--- config.mk ---
export PLATFORM = sky130hd
export DESIGN_NAME = table_driven_automata_bank_flat
export DESIGN_NICKNAME = d
export VERILOG_FILES = /design/src/design/tdab_pkg.sv /design/src/design/tdab_if.sv /design/src/design/table_driven_automata_bank.sv /design/src/design/tdab_ctrl.sv /design/src/design/tdab_datapath.sv /design/src/flat_wrapper.sv
export SDC_FILE = /design/constraint.sdc
export NUM_CORES = 2
export LEC_CHECK = 0
export BUFFER_PORTS_ARGS = -buffer_cell sky130_fd_sc_hd__buf_4
export CORE_MARGIN = 8
export CORE_UTILIZATION = 25
export DETAILED_ROUTE_END_ITERATION = 12
export SYNTH_ARGS = -nofsm -noshare
export SYNTH_HDL_FRONTEND = slang
export SYNTH_HIERARCHICAL = 1
export SYNTH_SLANG_ARGS = --single-unit
--- constraint.sdc ---
create_clock -name clk_i -period 5.7 [get_ports clk_i]
set_input_delay 1.71 -clock clk_i [delete_from_list [all_inputs] [get_ports clk_i]]
set_output_delay 1.71 -clock clk_i [all_outputs]
set_load 0.01 [all_outputs]
--- src/design/tdab_pkg.sv ---
// Shared types, constants and helpers of the table driven automata bank.
package tdab_pkg;

  // Bank dimensions
  localparam int PLANTS          = 8;
  localparam int TRANS_PER_PLANT = 16;
  localparam int NUM_STATES      = 16;
  localparam int EVENT_BITS      = 8;

  // Fixed field widths of the transfer payloads
  localparam int CMD_W    = 2;
  localparam int PLANT_W  = 3;
  localparam int STATE_W  = 4;
  localparam int EVENT_W  = 8;
  localparam int STATUS_W = 2;
  localparam int ACT_W    = 4;

  // Derived widths
  localparam int PIDX_W      = $clog2(PLANTS);
  localparam int TIDX_W      = $clog2(TRANS_PER_PLANT);
  localparam int CNT_W       = $clog2(TRANS_PER_PLANT + 1);
  localparam int TABLE_DEPTH = PLANTS * TRANS_PER_PLANT;
  localparam int TBL_AW      = PIDX_W + TIDX_W;

  // Configuration port
  localparam int APB_ADDR_W = 3;
  localparam int APB_DATA_W = 32;
  localparam int REG_IDX_W  = APB_ADDR_W - 2;
  localparam logic [REG_IDX_W-1:0] REG_ACTIVE_PLANTS = REG_IDX_W'(0);
  localparam logic [ACT_W-1:0]     ACTIVE_RESET      = ACT_W'(8);

  localparam logic [EVENT_W-1:0] EVENT_MASK = EVENT_W'((1 << EVENT_BITS) - 1);

  typedef enum logic [CMD_W-1:0] {
    OP_ADD   = 2'd0,
    OP_SET   = 2'd1,
    OP_BCAST = 2'd2,
    OP_NOP   = 2'd3
  } tdab_op_e;

  typedef enum logic [STATUS_W-1:0] {
    ST_OK        = 2'd0,
    ST_FULL      = 2'd1,
    ST_BAD_PLANT = 2'd2
  } tdab_status_e;

  typedef enum logic [2:0] {
    S_IDLE,
    S_DISPATCH,
    S_EXEC,
    S_SCAN,
    S_EMIT
  } tdab_state_e;

  // One stored transition
  typedef struct packed {
    logic [STATE_W-1:0] src;
    logic [EVENT_W-1:0] ev;
    logic [STATE_W-1:0] dst;
  } tdab_entry_t;

  // Input item as held by the datapath
  typedef struct packed {
    tdab_op_e           op;
    logic [PLANT_W-1:0] plant;
    logic [STATE_W-1:0] from_st;
    logic [STATE_W-1:0] to_st;
    logic [EVENT_W-1:0] ev;
  } tdab_item_t;

  // One result item
  typedef struct packed {
    logic [PLANT_W-1:0]  plant_id;
    logic                fired;
    logic [STATE_W-1:0]  old_state;
    logic [STATE_W-1:0]  new_state;
    logic [STATUS_W-1:0] status;
    logic                last;
  } tdab_res_t;

  // Controller to datapath commands
  typedef struct packed {
    logic load;  // capture the input item
    logic exec;  // perform add/set and push its result
    logic scan;  // one step of the table walk
    logic emit;  // push a broadcast result, advance to next plant
  } tdab_cmd_t;

  // Datapath to controller status
  typedef struct packed {
    tdab_op_e op;
    logic     n_zero;
    logic     scan_done;
    logic     last_plant;
    logic     out_free;
  } tdab_sts_t;

  // Clamp a state number into the legal range
  function automatic logic [STATE_W-1:0] sat_state(logic [STATE_W-1:0] s);
    if (int'(s) >= NUM_STATES) begin
      return STATE_W'(NUM_STATES - 1);
    end
    return s;
  endfunction

endpackage

--- src/design/tdab_if.sv ---
// Valid/ready channel interfaces for commands in and results out.
interface tdab_in_if;
  logic                         valid;
  logic                         ready;
  logic [tdab_pkg::CMD_W-1:0]   cmd;
  logic [tdab_pkg::PLANT_W-1:0] plant_index;
  logic [tdab_pkg::STATE_W-1:0] from_state;
  logic [tdab_pkg::STATE_W-1:0] to_state;
  logic [tdab_pkg::EVENT_W-1:0] event_code;

  modport source (output valid, cmd, plant_index, from_state, to_state, event_code,
                  input ready);
  modport sink (input valid, cmd, plant_index, from_state, to_state, event_code,
                output ready);
endinterface

interface tdab_out_if;
  logic                          valid;
  logic                          ready;
  logic [tdab_pkg::PLANT_W-1:0]  plant_id;
  logic                          fired;
  logic [tdab_pkg::STATE_W-1:0]  old_state;
  logic [tdab_pkg::STATE_W-1:0]  new_state;
  logic [tdab_pkg::STATUS_W-1:0] status;
  logic                          last;

  modport source (output valid, plant_id, fired, old_state, new_state, status, last,
                  input ready);
  modport sink (input valid, plant_id, fired, old_state, new_state, status, last,
                output ready);
endinterface

--- src/design/table_driven_automata_bank.sv ---
// Top level of the table driven automata bank: channels, config register, controller, datapath.
//
// Bank of 8 programmable automata with 16 transitions each. An add or set command
// passes through the dispatch and exec states and writes its result into the output
// register in exec, which waits while a result is still pending there. A broadcast
// walks every active plant in order, reading the single-port transition table one
// entry per cycle and stopping at the first match; each plant's result is posted
// from the emit state, which waits while the output register is occupied. The next
// command is taken once the current one finishes; a finished result may still be
// waiting in the output register. The table holds no clear; register active_plants
// (address 0, reset 8) sets how many plants, from plant 0, see a broadcast. The user
// must write it only while the block is idle; the block itself does not enforce this.
module table_driven_automata_bank (
  input  logic                            clk_i,
  input  logic                            rst_ni,
  tdab_in_if.sink                         in_ch,
  tdab_out_if.source                      out_ch,
  input  logic                            psel,
  input  logic                            penable,
  input  logic                            pwrite,
  input  logic [tdab_pkg::APB_ADDR_W-1:0] paddr,
  input  logic [tdab_pkg::APB_DATA_W-1:0] pwdata,
  output logic [tdab_pkg::APB_DATA_W-1:0] prdata,
  output logic                            pready
);
  import tdab_pkg::*;

  logic [ACT_W-1:0]     active_q;
  logic [REG_IDX_W-1:0] reg_idx;
  logic                 cfg_wr;
  tdab_cmd_t            ctl;
  tdab_sts_t            sts;
  tdab_item_t           item;
  tdab_res_t            res;

  // Config register access
  assign pready  = 1'b1;
  assign reg_idx = paddr[APB_ADDR_W-1:2];
  assign cfg_wr  = psel && penable && pwrite && reg_idx == REG_ACTIVE_PLANTS;
  assign prdata  = (reg_idx == REG_ACTIVE_PLANTS) ? APB_DATA_W'(active_q) : '0;

  always_ff @(posedge clk_i or negedge rst_ni) begin
    if (!rst_ni) begin
      active_q <= ACTIVE_RESET;
    end else if (cfg_wr) begin
      active_q <= pwdata[ACT_W-1:0];
    end
  end

  // Input payload
  assign item = '{op: tdab_op_e'(in_ch.cmd), plant: in_ch.plant_index,
                  from_st: in_ch.from_state, to_st: in_ch.to_state,
                  ev: in_ch.event_code};

  tdab_ctrl u_ctrl (
    .clk_i      (clk_i),
    .rst_ni     (rst_ni),
    .in_valid_i (in_ch.valid),
    .in_ready_o (in_ch.ready),
    .sts_i      (sts),
    .ctl_o      (ctl)
  );

  tdab_datapath u_datapath (
    .clk_i           (clk_i),
    .rst_ni          (rst_ni),
    .ctl_i           (ctl),
    .sts_o           (sts),
    .item_i          (item),
    .active_plants_i (active_q),
    .out_valid_o     (out_ch.valid),
    .out_ready_i     (out_ch.ready),
    .res_o           (res)
  );

  // Result payload
  assign out_ch.plant_id  = res.plant_id;
  assign out_ch.fired     = res.fired;
  assign out_ch.old_state = res.old_state;
  assign out_ch.new_state = res.new_state;
  assign out_ch.status    = res.status;
  assign out_ch.last      = res.last;

endmodule

--- src/design/tdab_ctrl.sv ---
// Controller state machine sequencing add, set and broadcast commands.
module tdab_ctrl (
  input  logic                clk_i,
  input  logic                rst_ni,
  input  logic                in_valid_i,
  output logic                in_ready_o,
  input  tdab_pkg::tdab_sts_t sts_i,
  output tdab_pkg::tdab_cmd_t ctl_o
);
  import tdab_pkg::*;

  tdab_state_e state_q, state_d;

  // State register
  always_ff @(posedge clk_i or negedge rst_ni) begin
    if (!rst_ni) begin
      state_q <= S_IDLE;
    end else begin
      state_q <= state_d;
    end
  end

  // Next state
  always_comb begin
    state_d = state_q;
    unique case (state_q)
      S_IDLE: begin
        if (in_valid_i) state_d = S_DISPATCH;
      end
      S_DISPATCH: begin
        unique case (sts_i.op)
          OP_ADD, OP_SET: state_d = S_EXEC;
          OP_BCAST:       state_d = sts_i.n_zero ? S_IDLE : S_SCAN;
          OP_NOP:         state_d = S_IDLE;
          default:        state_d = S_IDLE;
        endcase
      end
      S_EXEC: begin
        if (sts_i.out_free) state_d = S_IDLE;
      end
      S_SCAN: begin
        if (sts_i.scan_done) state_d = S_EMIT;
      end
      S_EMIT: begin
        if (sts_i.out_free) state_d = sts_i.last_plant ? S_IDLE : S_SCAN;
      end
      default: state_d = S_IDLE;
    endcase
  end

  // Outputs
  always_comb begin
    in_ready_o = 1'b0;
    ctl_o      = '0;
    unique case (state_q)
      S_IDLE: begin
        in_ready_o = 1'b1;
        ctl_o.load = in_valid_i;
      end
      S_DISPATCH: ;
      S_EXEC:     ctl_o.exec = sts_i.out_free;
      S_SCAN:     ctl_o.scan = 1'b1;
      S_EMIT:     ctl_o.emit = sts_i.out_free;
      default: ;
    endcase
  end

endmodule

--- src/design/tdab_datapath.sv ---
// Datapath: plant registers, transition table memory, walk counters, result register.
module tdab_datapath (
  input  logic                       clk_i,
  input  logic                       rst_ni,
  input  tdab_pkg::tdab_cmd_t        ctl_i,
  output tdab_pkg::tdab_sts_t        sts_o,
  input  tdab_pkg::tdab_item_t       item_i,
  input  logic [tdab_pkg::ACT_W-1:0] active_plants_i,
  output logic                       out_valid_o,
  input  logic                       out_ready_i,
  output tdab_pkg::tdab_res_t        res_o
);
  import tdab_pkg::*;

  tdab_entry_t        mem [TABLE_DEPTH];
  tdab_entry_t        rdata_q;
  tdab_item_t         item_q;
  logic [STATE_W-1:0] state_q [PLANTS];
  logic [CNT_W-1:0]   count_q [PLANTS];
  logic [PIDX_W-1:0]  pidx_q;
  logic [CNT_W-1:0]   t_q;
  logic               rd_vld_q;
  logic               hit_q;
  logic [STATE_W-1:0] dst_q;
  logic               out_valid_q;
  tdab_res_t          res_q, res_d;

  logic [PIDX_W-1:0]  pa;
  logic               bad_plant, full, add_ok, set_ok;
  logic [ACT_W-1:0]   n_act;
  logic [CNT_W-1:0]   cnt_cur;
  logic [STATE_W-1:0] cur_st;
  logic               more, match_now, last_plant, out_free, push;
  tdab_entry_t        wentry;

  // Item decode for add/set
  assign pa        = item_q.plant[PIDX_W-1:0];
  assign bad_plant = int'(item_q.plant) >= PLANTS;
  assign full      = int'(count_q[pa]) >= TRANS_PER_PLANT;
  assign add_ok    = ctl_i.exec && item_q.op == OP_ADD && !bad_plant && !full;
  assign set_ok    = ctl_i.exec && item_q.op == OP_SET && !bad_plant;
  assign wentry    = '{src: item_q.from_st, ev: item_q.ev, dst: item_q.to_st};

  // Broadcast walk
  assign n_act      = (int'(active_plants_i) > PLANTS) ? ACT_W'(PLANTS) : active_plants_i;
  assign cnt_cur    = count_q[pidx_q];
  assign cur_st     = state_q[pidx_q];
  assign more       = t_q < cnt_cur;
  assign match_now  = rd_vld_q && rdata_q.src == cur_st && rdata_q.ev == item_q.ev;
  assign last_plant = (ACT_W'(pidx_q) + ACT_W'(1)) == n_act;

  assign out_free = !out_valid_q || out_ready_i;
  assign push     = ctl_i.exec || ctl_i.emit;

  assign sts_o = '{op:         item_q.op,
                   n_zero:     n_act == '0,
                   scan_done:  match_now || (!rd_vld_q && !more),
                   last_plant: last_plant,
                   out_free:   out_free};

  // Result to be pushed
  always_comb begin
    res_d = '{plant_id: item_q.plant, fired: 1'b0, old_state: state_q[pa],
              new_state: state_q[pa], status: ST_OK, last: 1'b1};
    if (ctl_i.emit) begin
      res_d = '{plant_id: PLANT_W'(pidx_q), fired: hit_q, old_state: cur_st,
                new_state: hit_q ? dst_q : cur_st, status: ST_OK, last: last_plant};
    end else if (bad_plant) begin
      res_d.old_state = '0;
      res_d.new_state = '0;
      res_d.status    = ST_BAD_PLANT;
    end else if (item_q.op == OP_ADD && full) begin
      res_d.status = ST_FULL;
    end else if (item_q.op == OP_SET) begin
      res_d.new_state = item_q.to_st;
    end
  end

  // Transition table: one write or one registered read per cycle
  always_ff @(posedge clk_i) begin
    if (add_ok) begin
      mem[{pa, count_q[pa][TIDX_W-1:0]}] <= wentry;
    end
    if (ctl_i.scan && more) begin
      rdata_q <= mem[{pidx_q, t_q[TIDX_W-1:0]}];
    end
  end

  // Payload registers
  always_ff @(posedge clk_i) begin
    if (ctl_i.load) begin
      item_q <= '{op: tdab_op_e'(item_i.op), plant: item_i.plant,
                  from_st: sat_state(item_i.from_st), to_st: sat_state(item_i.to_st),
                  ev: item_i.ev & EVENT_MASK};
    end
    if (ctl_i.scan && match_now) begin
      dst_q <= rdata_q.dst;
    end
    if (push) begin
      res_q <= res_d;
    end
  end

  // Control state
  always_ff @(posedge clk_i or negedge rst_ni) begin
    if (!rst_ni) begin
      for (int i = 0; i < PLANTS; i++) begin
        state_q[i] <= '0;
        count_q[i] <= '0;
      end
      pidx_q      <= '0;
      t_q         <= '0;
      rd_vld_q    <= 1'b0;
      hit_q       <= 1'b0;
      out_valid_q <= 1'b0;
    end else begin
      if (push) begin
        out_valid_q <= 1'b1;
      end else if (out_ready_i) begin
        out_valid_q <= 1'b0;
      end
      if (ctl_i.load || ctl_i.emit) begin
        pidx_q   <= ctl_i.load ? '0 : pidx_q + PIDX_W'(1);
        t_q      <= '0;
        rd_vld_q <= 1'b0;
        hit_q    <= 1'b0;
      end else if (ctl_i.scan) begin
        rd_vld_q <= more;
        if (more) t_q <= t_q + CNT_W'(1);
        if (match_now) hit_q <= 1'b1;
      end
      if (ctl_i.emit && hit_q) begin
        state_q[pidx_q] <= dst_q;
      end
      if (set_ok) begin
        state_q[pa] <= item_q.to_st;
      end
      if (add_ok) begin
        count_q[pa] <= count_q[pa] + CNT_W'(1);
      end
    end
  end

  assign out_valid_o = out_valid_q;
  assign res_o       = res_q;

  // A pending result is never overwritten
  assert property (@(posedge clk_i) disable iff (!rst_ni) push |-> out_free)
    else $error("result pushed over a pending transfer");

  // Table fill never passes its depth
  assert property (@(posedge clk_i) disable iff (!rst_ni)
                   int'(cnt_cur) <= TRANS_PER_PLANT)
    else $error("transition count above table depth");

  // During the walk, read data is only flagged valid after a step issued a read
  assert property (@(posedge clk_i) disable iff (!rst_ni)
                   ctl_i.scan && rd_vld_q |-> $past(ctl_i.scan && more))
    else $error("table read data flagged without a read");

  // A fired result always moves to the stored destination
  assert property (@(posedge clk_i) disable iff (!rst_ni)
                   ctl_i.emit && hit_q |=> res_q.fired && res_q.new_state == $past(dst_q))
    else $error("fired result lost its destination state");

endmodule
--- src/flat_wrapper.sv ---
// flat-port wrapper written by rule: the top's interface ports become plain ports
module table_driven_automata_bank_flat import tdab_pkg::*;
  (clk_i, rst_ni, psel, penable, pwrite, paddr, pwdata, prdata, pready, in_ch_valid, in_ch_cmd, in_ch_plant_index, in_ch_from_state, in_ch_to_state, in_ch_event_code, in_ch_ready, out_ch_valid, out_ch_plant_id, out_ch_fired, out_ch_old_state, out_ch_new_state, out_ch_status, out_ch_last, out_ch_ready);
  tdab_in_if in_ch_i ();
  tdab_out_if out_ch_i ();
  input  logic clk_i;
  input  logic rst_ni;
  input  logic psel;
  input  logic penable;
  input  logic pwrite;
  input  logic [tdab_pkg::APB_ADDR_W-1:0] paddr;
  input  logic [tdab_pkg::APB_DATA_W-1:0] pwdata;
  output logic [tdab_pkg::APB_DATA_W-1:0] prdata;
  output logic pready;
  input wire logic [$bits(in_ch_i.valid)-1:0] in_ch_valid;
  input wire logic [$bits(in_ch_i.cmd)-1:0] in_ch_cmd;
  input wire logic [$bits(in_ch_i.plant_index)-1:0] in_ch_plant_index;
  input wire logic [$bits(in_ch_i.from_state)-1:0] in_ch_from_state;
  input wire logic [$bits(in_ch_i.to_state)-1:0] in_ch_to_state;
  input wire logic [$bits(in_ch_i.event_code)-1:0] in_ch_event_code;
  output wire logic [$bits(in_ch_i.ready)-1:0] in_ch_ready;
  output wire logic [$bits(out_ch_i.valid)-1:0] out_ch_valid;
  output wire logic [$bits(out_ch_i.plant_id)-1:0] out_ch_plant_id;
  output wire logic [$bits(out_ch_i.fired)-1:0] out_ch_fired;
  output wire logic [$bits(out_ch_i.old_state)-1:0] out_ch_old_state;
  output wire logic [$bits(out_ch_i.new_state)-1:0] out_ch_new_state;
  output wire logic [$bits(out_ch_i.status)-1:0] out_ch_status;
  output wire logic [$bits(out_ch_i.last)-1:0] out_ch_last;
  input wire logic [$bits(out_ch_i.ready)-1:0] out_ch_ready;
  assign in_ch_i.valid = in_ch_valid;
  assign in_ch_i.cmd = in_ch_cmd;
  assign in_ch_i.plant_index = in_ch_plant_index;
  assign in_ch_i.from_state = in_ch_from_state;
  assign in_ch_i.to_state = in_ch_to_state;
  assign in_ch_i.event_code = in_ch_event_code;
  assign in_ch_ready = in_ch_i.ready;
  assign out_ch_valid = out_ch_i.valid;
  assign out_ch_plant_id = out_ch_i.plant_id;
  assign out_ch_fired = out_ch_i.fired;
  assign out_ch_old_state = out_ch_i.old_state;
  assign out_ch_new_state = out_ch_i.new_state;
  assign out_ch_status = out_ch_i.status;
  assign out_ch_last = out_ch_i.last;
  assign out_ch_i.ready = out_ch_ready;
  table_driven_automata_bank u_core (.clk_i(clk_i), .rst_ni(rst_ni), .in_ch(in_ch_i), .out_ch(out_ch_i), .psel(psel), .penable(penable), .pwrite(pwrite), .paddr(paddr), .pwdata(pwdata), .prdata(prdata), .pready(pready));
endmodule
* After elaboration in Yosys (flattened, before gate mapping)
Memories as Yosys holds them, arrays and structs flattened. A register that Yosys moved wholly into a read port is not among the register bits. Index checks and enable logic that the tools add are counted.
Operators by class: add/sub/neg operators 4, $lt $le $gt $ge 7, equal/unequal tests 14, muxes and demuxes 57, bitwise gates (word level) 3, reduce and logical (&&, ||, !) cells 34
Operators by type and width (number):
- bitwise mux 32 bit | 2
- two-way mux 32 bit | 2
- two-way mux 4 bit | 12
- bitwise mux 40 bit | 1
- two-way mux 5 bit | 8
- binary-select mux 5 bit (select 3 bit) | 2
- binary-select mux 4 bit (select 3 bit) | 2
- demux 4 bit (select 3 bit) | 2
- demux 5 bit (select 3 bit) | 1
- logical AND 1 bit | 15
- two-way mux 1 bit | 15
- two-way mux 3 bit | 5
- one-hot mux 3 bit (5 select lines) | 1
- adder 5 x 1 -> 5 bit, second input constant | 2
- two-way mux 10 bit | 1
- one-hot mux 3 bit (3 select lines) | 1
- == test 4 bit | 2
- == test 8 bit | 1
- >= comparator 4 bit, second input constant | 2
- < comparator 4 x 1 -> 1 bit, second input constant | 2
- inverter 3 -> 4 bit | 2
- nonzero test 2 bit | 4
- == test 3 x 2 -> 1 bit, second input constant | 2
- inequality test 2 bit, second input constant | 3
- other kinds (20) | 29
Storage, ports and cells: bits in registers 130, RAM bits 2048, input port bits 63, output and inout bits 50, word-level logic and storage cells 155, memories kept 1
Memories:
- u_core.u_datapath.mem | depth 128, width 16, rd ports 1, clocked after memory_dff 1, write ports 1, line tdab_datapath.sv:15 | tdab_entry_t mem [TABLE_DEPTH];

* Longest topological paths before layout
depth after elaboration 10, gate-level depth with buffers 18, gate-level depth less buffers 13

* Hierarchy
The synthesis kept the hierarchy.
By module, submodules not included:
- tdab_datapath | instances 1, cells each 4202, area each 86143.9 um^2, sequential area each 65227.6 um^2
- table_driven_automata_bank | instances 1, cells each 44, area each 430.4 um^2, sequential area each 101.3 um^2
- tdab_ctrl | instances 1, cells each 30, area each 282.8 um^2, sequential area each 75.1 um^2

* Worst setup path before layout
OpenSTA, ideal clock, no wires.
kind input port to flip-flop, start input in_ch_valid, end register u_core.u_datapath.t_q[0], arrival 4884 ps, required time 5575 ps, slack 691 ps, stages on the path 4, path through nor4b_1 -> or2_2 -> buf_1 -> nor2_1
On the way: longest elaborated chain between the ends 4, elaborated cells between the ends (all ways) 6, those cells by class mux: 2; reduce/logical: 4
RTL lines:
- from (decl) | line flat_wrapper.sv:15 | input wire logic [$bits(in_ch_i.valid)-1:0] in_ch_valid;
- two-way mux 1 bit * | line tdab_ctrl.sv:55 | unique case (state_q)
- logical OR 1 bit * | line tdab_datapath.sv:122 | if (ctl_i.load || ctl_i.emit) begin
- nonzero test 2 bit (no line)
- AND reduction 2 bit (no line)
- to (signal assigned) | line tdab_datapath.sv:129 | if (more) t_q <= t_q + CNT_W'(1);
- to (decl) | line tdab_datapath.sv:21 | logic [CNT_W-1:0] t_q;
Every way passes the cells marked *; elsewhere a longest branch is shown, timed or not. A chain may end at the register's enable or synchronous reset.

* Final worst setup path
start register u_core.u_datapath.item_q, in the netlist u_core/u_datapath/pa[0], end memory u_core/u_datapath/mem[48][8] (netlist bit), enable pin
On the way: longest elaborated chain between the ends 9
RTL lines:
- from (decl) | line tdab_datapath.sv:17 | tdab_item_t item_q;
- from (signal assigned) | line tdab_datapath.sv:92 | item_q <= '{op: tdab_op_e'(item_i.op), plant: item_i.plant,
- inverter 3 -> 4 bit (implied by the code) | line tdab_datapath.sv:39, tdab_datapath.sv:82
- binary-select mux 5 bit (select 3 bit) | line tdab_datapath.sv:39, tdab_datapath.sv:82
- two-way mux 5 bit (implied by the code) (2 in a row) | line tdab_datapath.sv:39 | assign full = int'(count_q[pa]) >= TRANS_PER_PLANT;
- >= comparator 5 bit | line tdab_datapath.sv:39
- zero test 1 bit | line tdab_datapath.sv:40 | assign add_ok = ctl_i.exec && item_q.op == OP_ADD && !bad_plant && !full;
- logical AND 1 bit | line tdab_datapath.sv:40
- two-way mux 1 bit | line tdab_datapath.sv:81 | if (add_ok) begin
- two-way mux 1 bit (implied by the code) | line tdab_datapath.sv:82 | mem[{pa, count_q[pa][TIDX_W-1:0]}] <= wentry;
- to (decl) | line tdab_datapath.sv:15
Several ways; a longest one is shown, not always the timed one. The select of a mux whose other input is x is not followed.

==> metrics.md <==
| Metric | Value |
|---|---|
| Hold path depth | 0 |
| Register share of total power | 0.502 |
| Most used cell, CP | buf_4 |
| Antenna Nets Post-Route | 0 |
| Initial Util | 0.251 |
| Cells along the critical path | mux4_2 > mux2i_1 > and3_1 > nand3_1 > buf_4 > nor2_2 > buf_4 |
| Clk sink count | between 2000 and 2500 |
| Antenna violations before repair | 10 |
| DP Area | 0.0942 mm^2 |
| Slowest stage delay, CP | 0.93 ns |
| WP data required | 6.21 ns |
| Final WL | 240000 um |
| Hold_sp | u_core/u_datapath/rdata_q[2] |
| Largest net degree at the start of global routing | 138 |
| Synth cell types | 85 |
| Clk slew on worst S/H paths | 0.06 ns |
| CP Capture Type | flip-flop |
| Crit path max fanout | 18 |
| Placed Instances | 8942 |
| Reg2reg end | u_core/u_datapath/mem[48][8] |
| Failing checks | max-capacitance violations, max-slew violations |
| Fillers | about 34000 |
| Post-cts sizing count | 0 |
| Fin crit period | 4.85 ns |
| Die width | just over 600 um |
| Max cap viols | 1 |
| Post-synth EDFFs | 2103 |
| Gpl congestion | slightly above 0.9 |
| IO Pins | 113 |
| Rel. slew slack | -0.000592 |
| Worst reg2reg setup slack | 0.85 ns |
| Most frequent cell after synthesis | edfxtp_1 |
| LEAKAGE | ~0.030 uW |
| Grt ovf | 0 |
| Cell Pwr Density | 371 mW/mm^2 |
| Post-synth top area cell | edfxtp_1 |
| Worst slew pin tran | 1.49 ns |
| 1st-pass router iterations | 5 |
| Die H | 605 um |
| Layout cells sized above 1 | 0.272 |
| Async set-or-reset flop fraction in the synthesized netlist | 0.0410 |
| Sequential fraction of the synthesis area | 0.753 |
| Overall routing resource usage | 0.126 |
| Synth Flop Type | edfxtp_1 |
| Sw Share | 0.254 |
| I/O Buffers | 52 |
| Final slew viol count | 1 |
| Share of the synthesized area in the top cell type | 0.727 |
| Worst Hold Class | reg -> reg |
| Average cell area after synthesis | around 20 um^2 |
| Routed len/inst | 25.7 um |
| Vias in the first global route | 44200 |
| CTS tree | yes |
| Final setup skew | 0.0355 ns |
| Register bit total from synthesis | 2193 |
| Crit Path Class | reg -> reg |
| 1st-iter DRT viols | 5294 |
| Fin crit share | 0.851 |
| Final setup viols | 0 |
| CP arrival | 5.37 ns |
| Startpoint Class | flip-flop |
| FP Rows | 216 |
| Hold Vio Cnt, Final | 0 |
| Slowest CP cell | nand3_1 |
| Die ar. | 0.367 mm^2 |
| Logic pwr share | 0.130 |
| TNS Setup | 0 ns |
| Commonest cells post-synth | 2103 x edfxtp_1, 473 x mux4_2, 285 x mux2i_1 |
| Area contributors post-synth | edfxtp_1 73%, mux4_2 12%, mux2i_1 3.3% |
| Mapped Cells | about 4300 |
| CTS H-tree lvls | 4 |
| Clock share of power | 0.368 |
| CTS Root Cell | clkbuf_16 |
| Hpwl dp | 151000 um |
| Peak VDD IR | 362 uV |
| Status | complete, but fails checks |
| Nets | 4654 |
| DR DRC count | 0 |
| Hold-fix buffers, CTS | 0 |
| Cell Int Power | 28000 uW |
| Worst Hold End | u_core/u_datapath/dst_q[2] |
| CTS buffer count | 218 |
| Core Box Area | around 0.35 mm^2 |
| NetSw | 9530 uW |
| FF-to-FF Start | u_core/u_datapath/pa[0] |
| Fmax | roughly 0.21 GHz |
| Synth Warn # | 6 |
| Max Buffers Root-to-Sink | 3 |
| Non-Filler Instances | 9341 |
| Final Instance Area | 0.101 mm^2 |
| Reg2Reg Depth | 7 |
| Unrepaired setup endpoints after global routing | false |
| Via Count | about 45000 |
| Vias/cell | 4.77 |
| # Post-CTS Setup Buffers | 0 |
| First-pass GRT wire length | about 340000 um |
| Area Growth Syn to Fin | 16.4% |
| Worst-Skew Late Latency | 0.86 ns |
| Cell Area, Synth | 0.0869 mm^2 |
## cell families after synthesis
kind of cell,after synthesis,share of synthesized area
flops,2193,0.753
simple gates,543,0.0301
xor+xnor,20,0.00202
compound gates,390,0.0314
mux,824,0.164
fa+ha+maj,7,0.00101
other cells,3,0.000130
buf+inv,296,0.0183
## layout by cell type (no fill, tap or decap), types with 16 or more instances in the layout
cell	instances
a221oi_1	16
a211oi_1	37
mux2_2	66
nor3_1	19
nor2b_1	31
edfxtp_1	2103
mux4_2	473
conb_1	30
mux2i_1	285
o22ai_1	21
nor2_2	49
buf_4	323
nand2_1	118
clkinv_2	48
clkbuf_1	48
dfrtp_1	82
nand3_1	41
clkbuf_16	220
clkinv_1	42
o21ai_0	54
o221ai_1	17
nand4_1	23
a22oi_1	67
buf_12	21
a21oi_1	72
nor2_1	160
## through the flow
stage | worst slack (ns) | utilization | total power, uW | hold WS, ns
after floorplan | 0.691 | - | 22100 | 0.400
after global routing | 0.838 | 0.292 | 38600 | 0.447
after CTS | 1.11 | 0.292 | 37700 | 0.426
final | 0.847 | 0.292 | 37600 | 0.425
after global placement | 0.683 | 0.272 | 23900 | 0.408
after detailed placement | 0.700 | 0.272 | 24100 | 0.411
## sequential cells by signal (all words and copies together), names as in the netlist, 2 cells and up
register / cells
u_core/u_datapath/state_q: 32
u_core/u_ctrl/state_q: 3
u_core/u_datapath/rdata_q: 16
u_core/u_datapath/dst_q: 4
u_core/u_datapath/res_o: 14
u_core/u_datapath/t_q: 5
u_core/u_datapath/item_q: 16
u_core/u_datapath/sts_o: 2
u_core/u_datapath/mem: 2048
u_core/u_datapath/pidx_q: 3
u_core/active_q: 4
u_core/u_datapath/pa: 3
u_core/u_datapath/count_q: 40
## power groups by stage
stage,Clock [uW],Sequential [uW],Combinational (uW)
6_report,13800,18900,4870
5_1_grt,14600,18900,5110
4_1_cts,14000,18900,4870
3_5_place_dp,0,19200,4860
3_3_place_gp,0,19200,4750
2_1_floorplan,0,19500,2580
## worst max-delay path by stage
stage / from / to / slack, ns / cells past startpoint
3_5_place_dp: out_ch_ready / u_core/u_datapath/mem[41][7] / 0.70 / 10
2_1_floorplan: in_ch_valid / u_core/u_datapath/t_q[0] / 0.69 / 4
5_1_grt: u_core/u_datapath/pa[0] / u_core/u_datapath/mem[105][0] / 0.84 / 8
6_report: u_core/u_datapath/pa[0] / u_core/u_datapath/mem[48][8] / 0.85 / 7
3_3_place_gp: out_ch_ready / u_core/u_datapath/mem[48][8] / 0.68 / 10
4_1_cts: u_core/u_datapath/pa[0] / u_core/u_datapath/mem[105][0] / 1.11 / 7
## per-layer routing
layer	GRT usage	wire, um	vias up
li1	-	-	18300
met1	0.167	96100	23800
met2	0.206	114000	2098
met3	0.0271	21300	425
met4	0.0449	9030	6
met5	0	138	-
## critical path, delay by kind of cell, from the launching register on
family                 cells  cell delay [ns]
and+or+nand+nor            3             1.64
DFF                        1             0.85
buffers and inverters      2             0.84
muxes                      2             1.17
## cell type report
class,count,area [um^2],area share
Multi-Input combinational cell,1814,20200,0.200
Tap cell,4578,5730,0.0567
Clock inverter,125,1100,0.0109
Timing Repair Buffer,345,2860,0.0282
Clock buffer,272,5740,0.0568
Inverter,12,45.0,0.000446
Sequential cell,2193,65400,0.647
Antenna cell,2,5.00,0.0000495
Note: power is estimated with default switching activity, not from simulation.
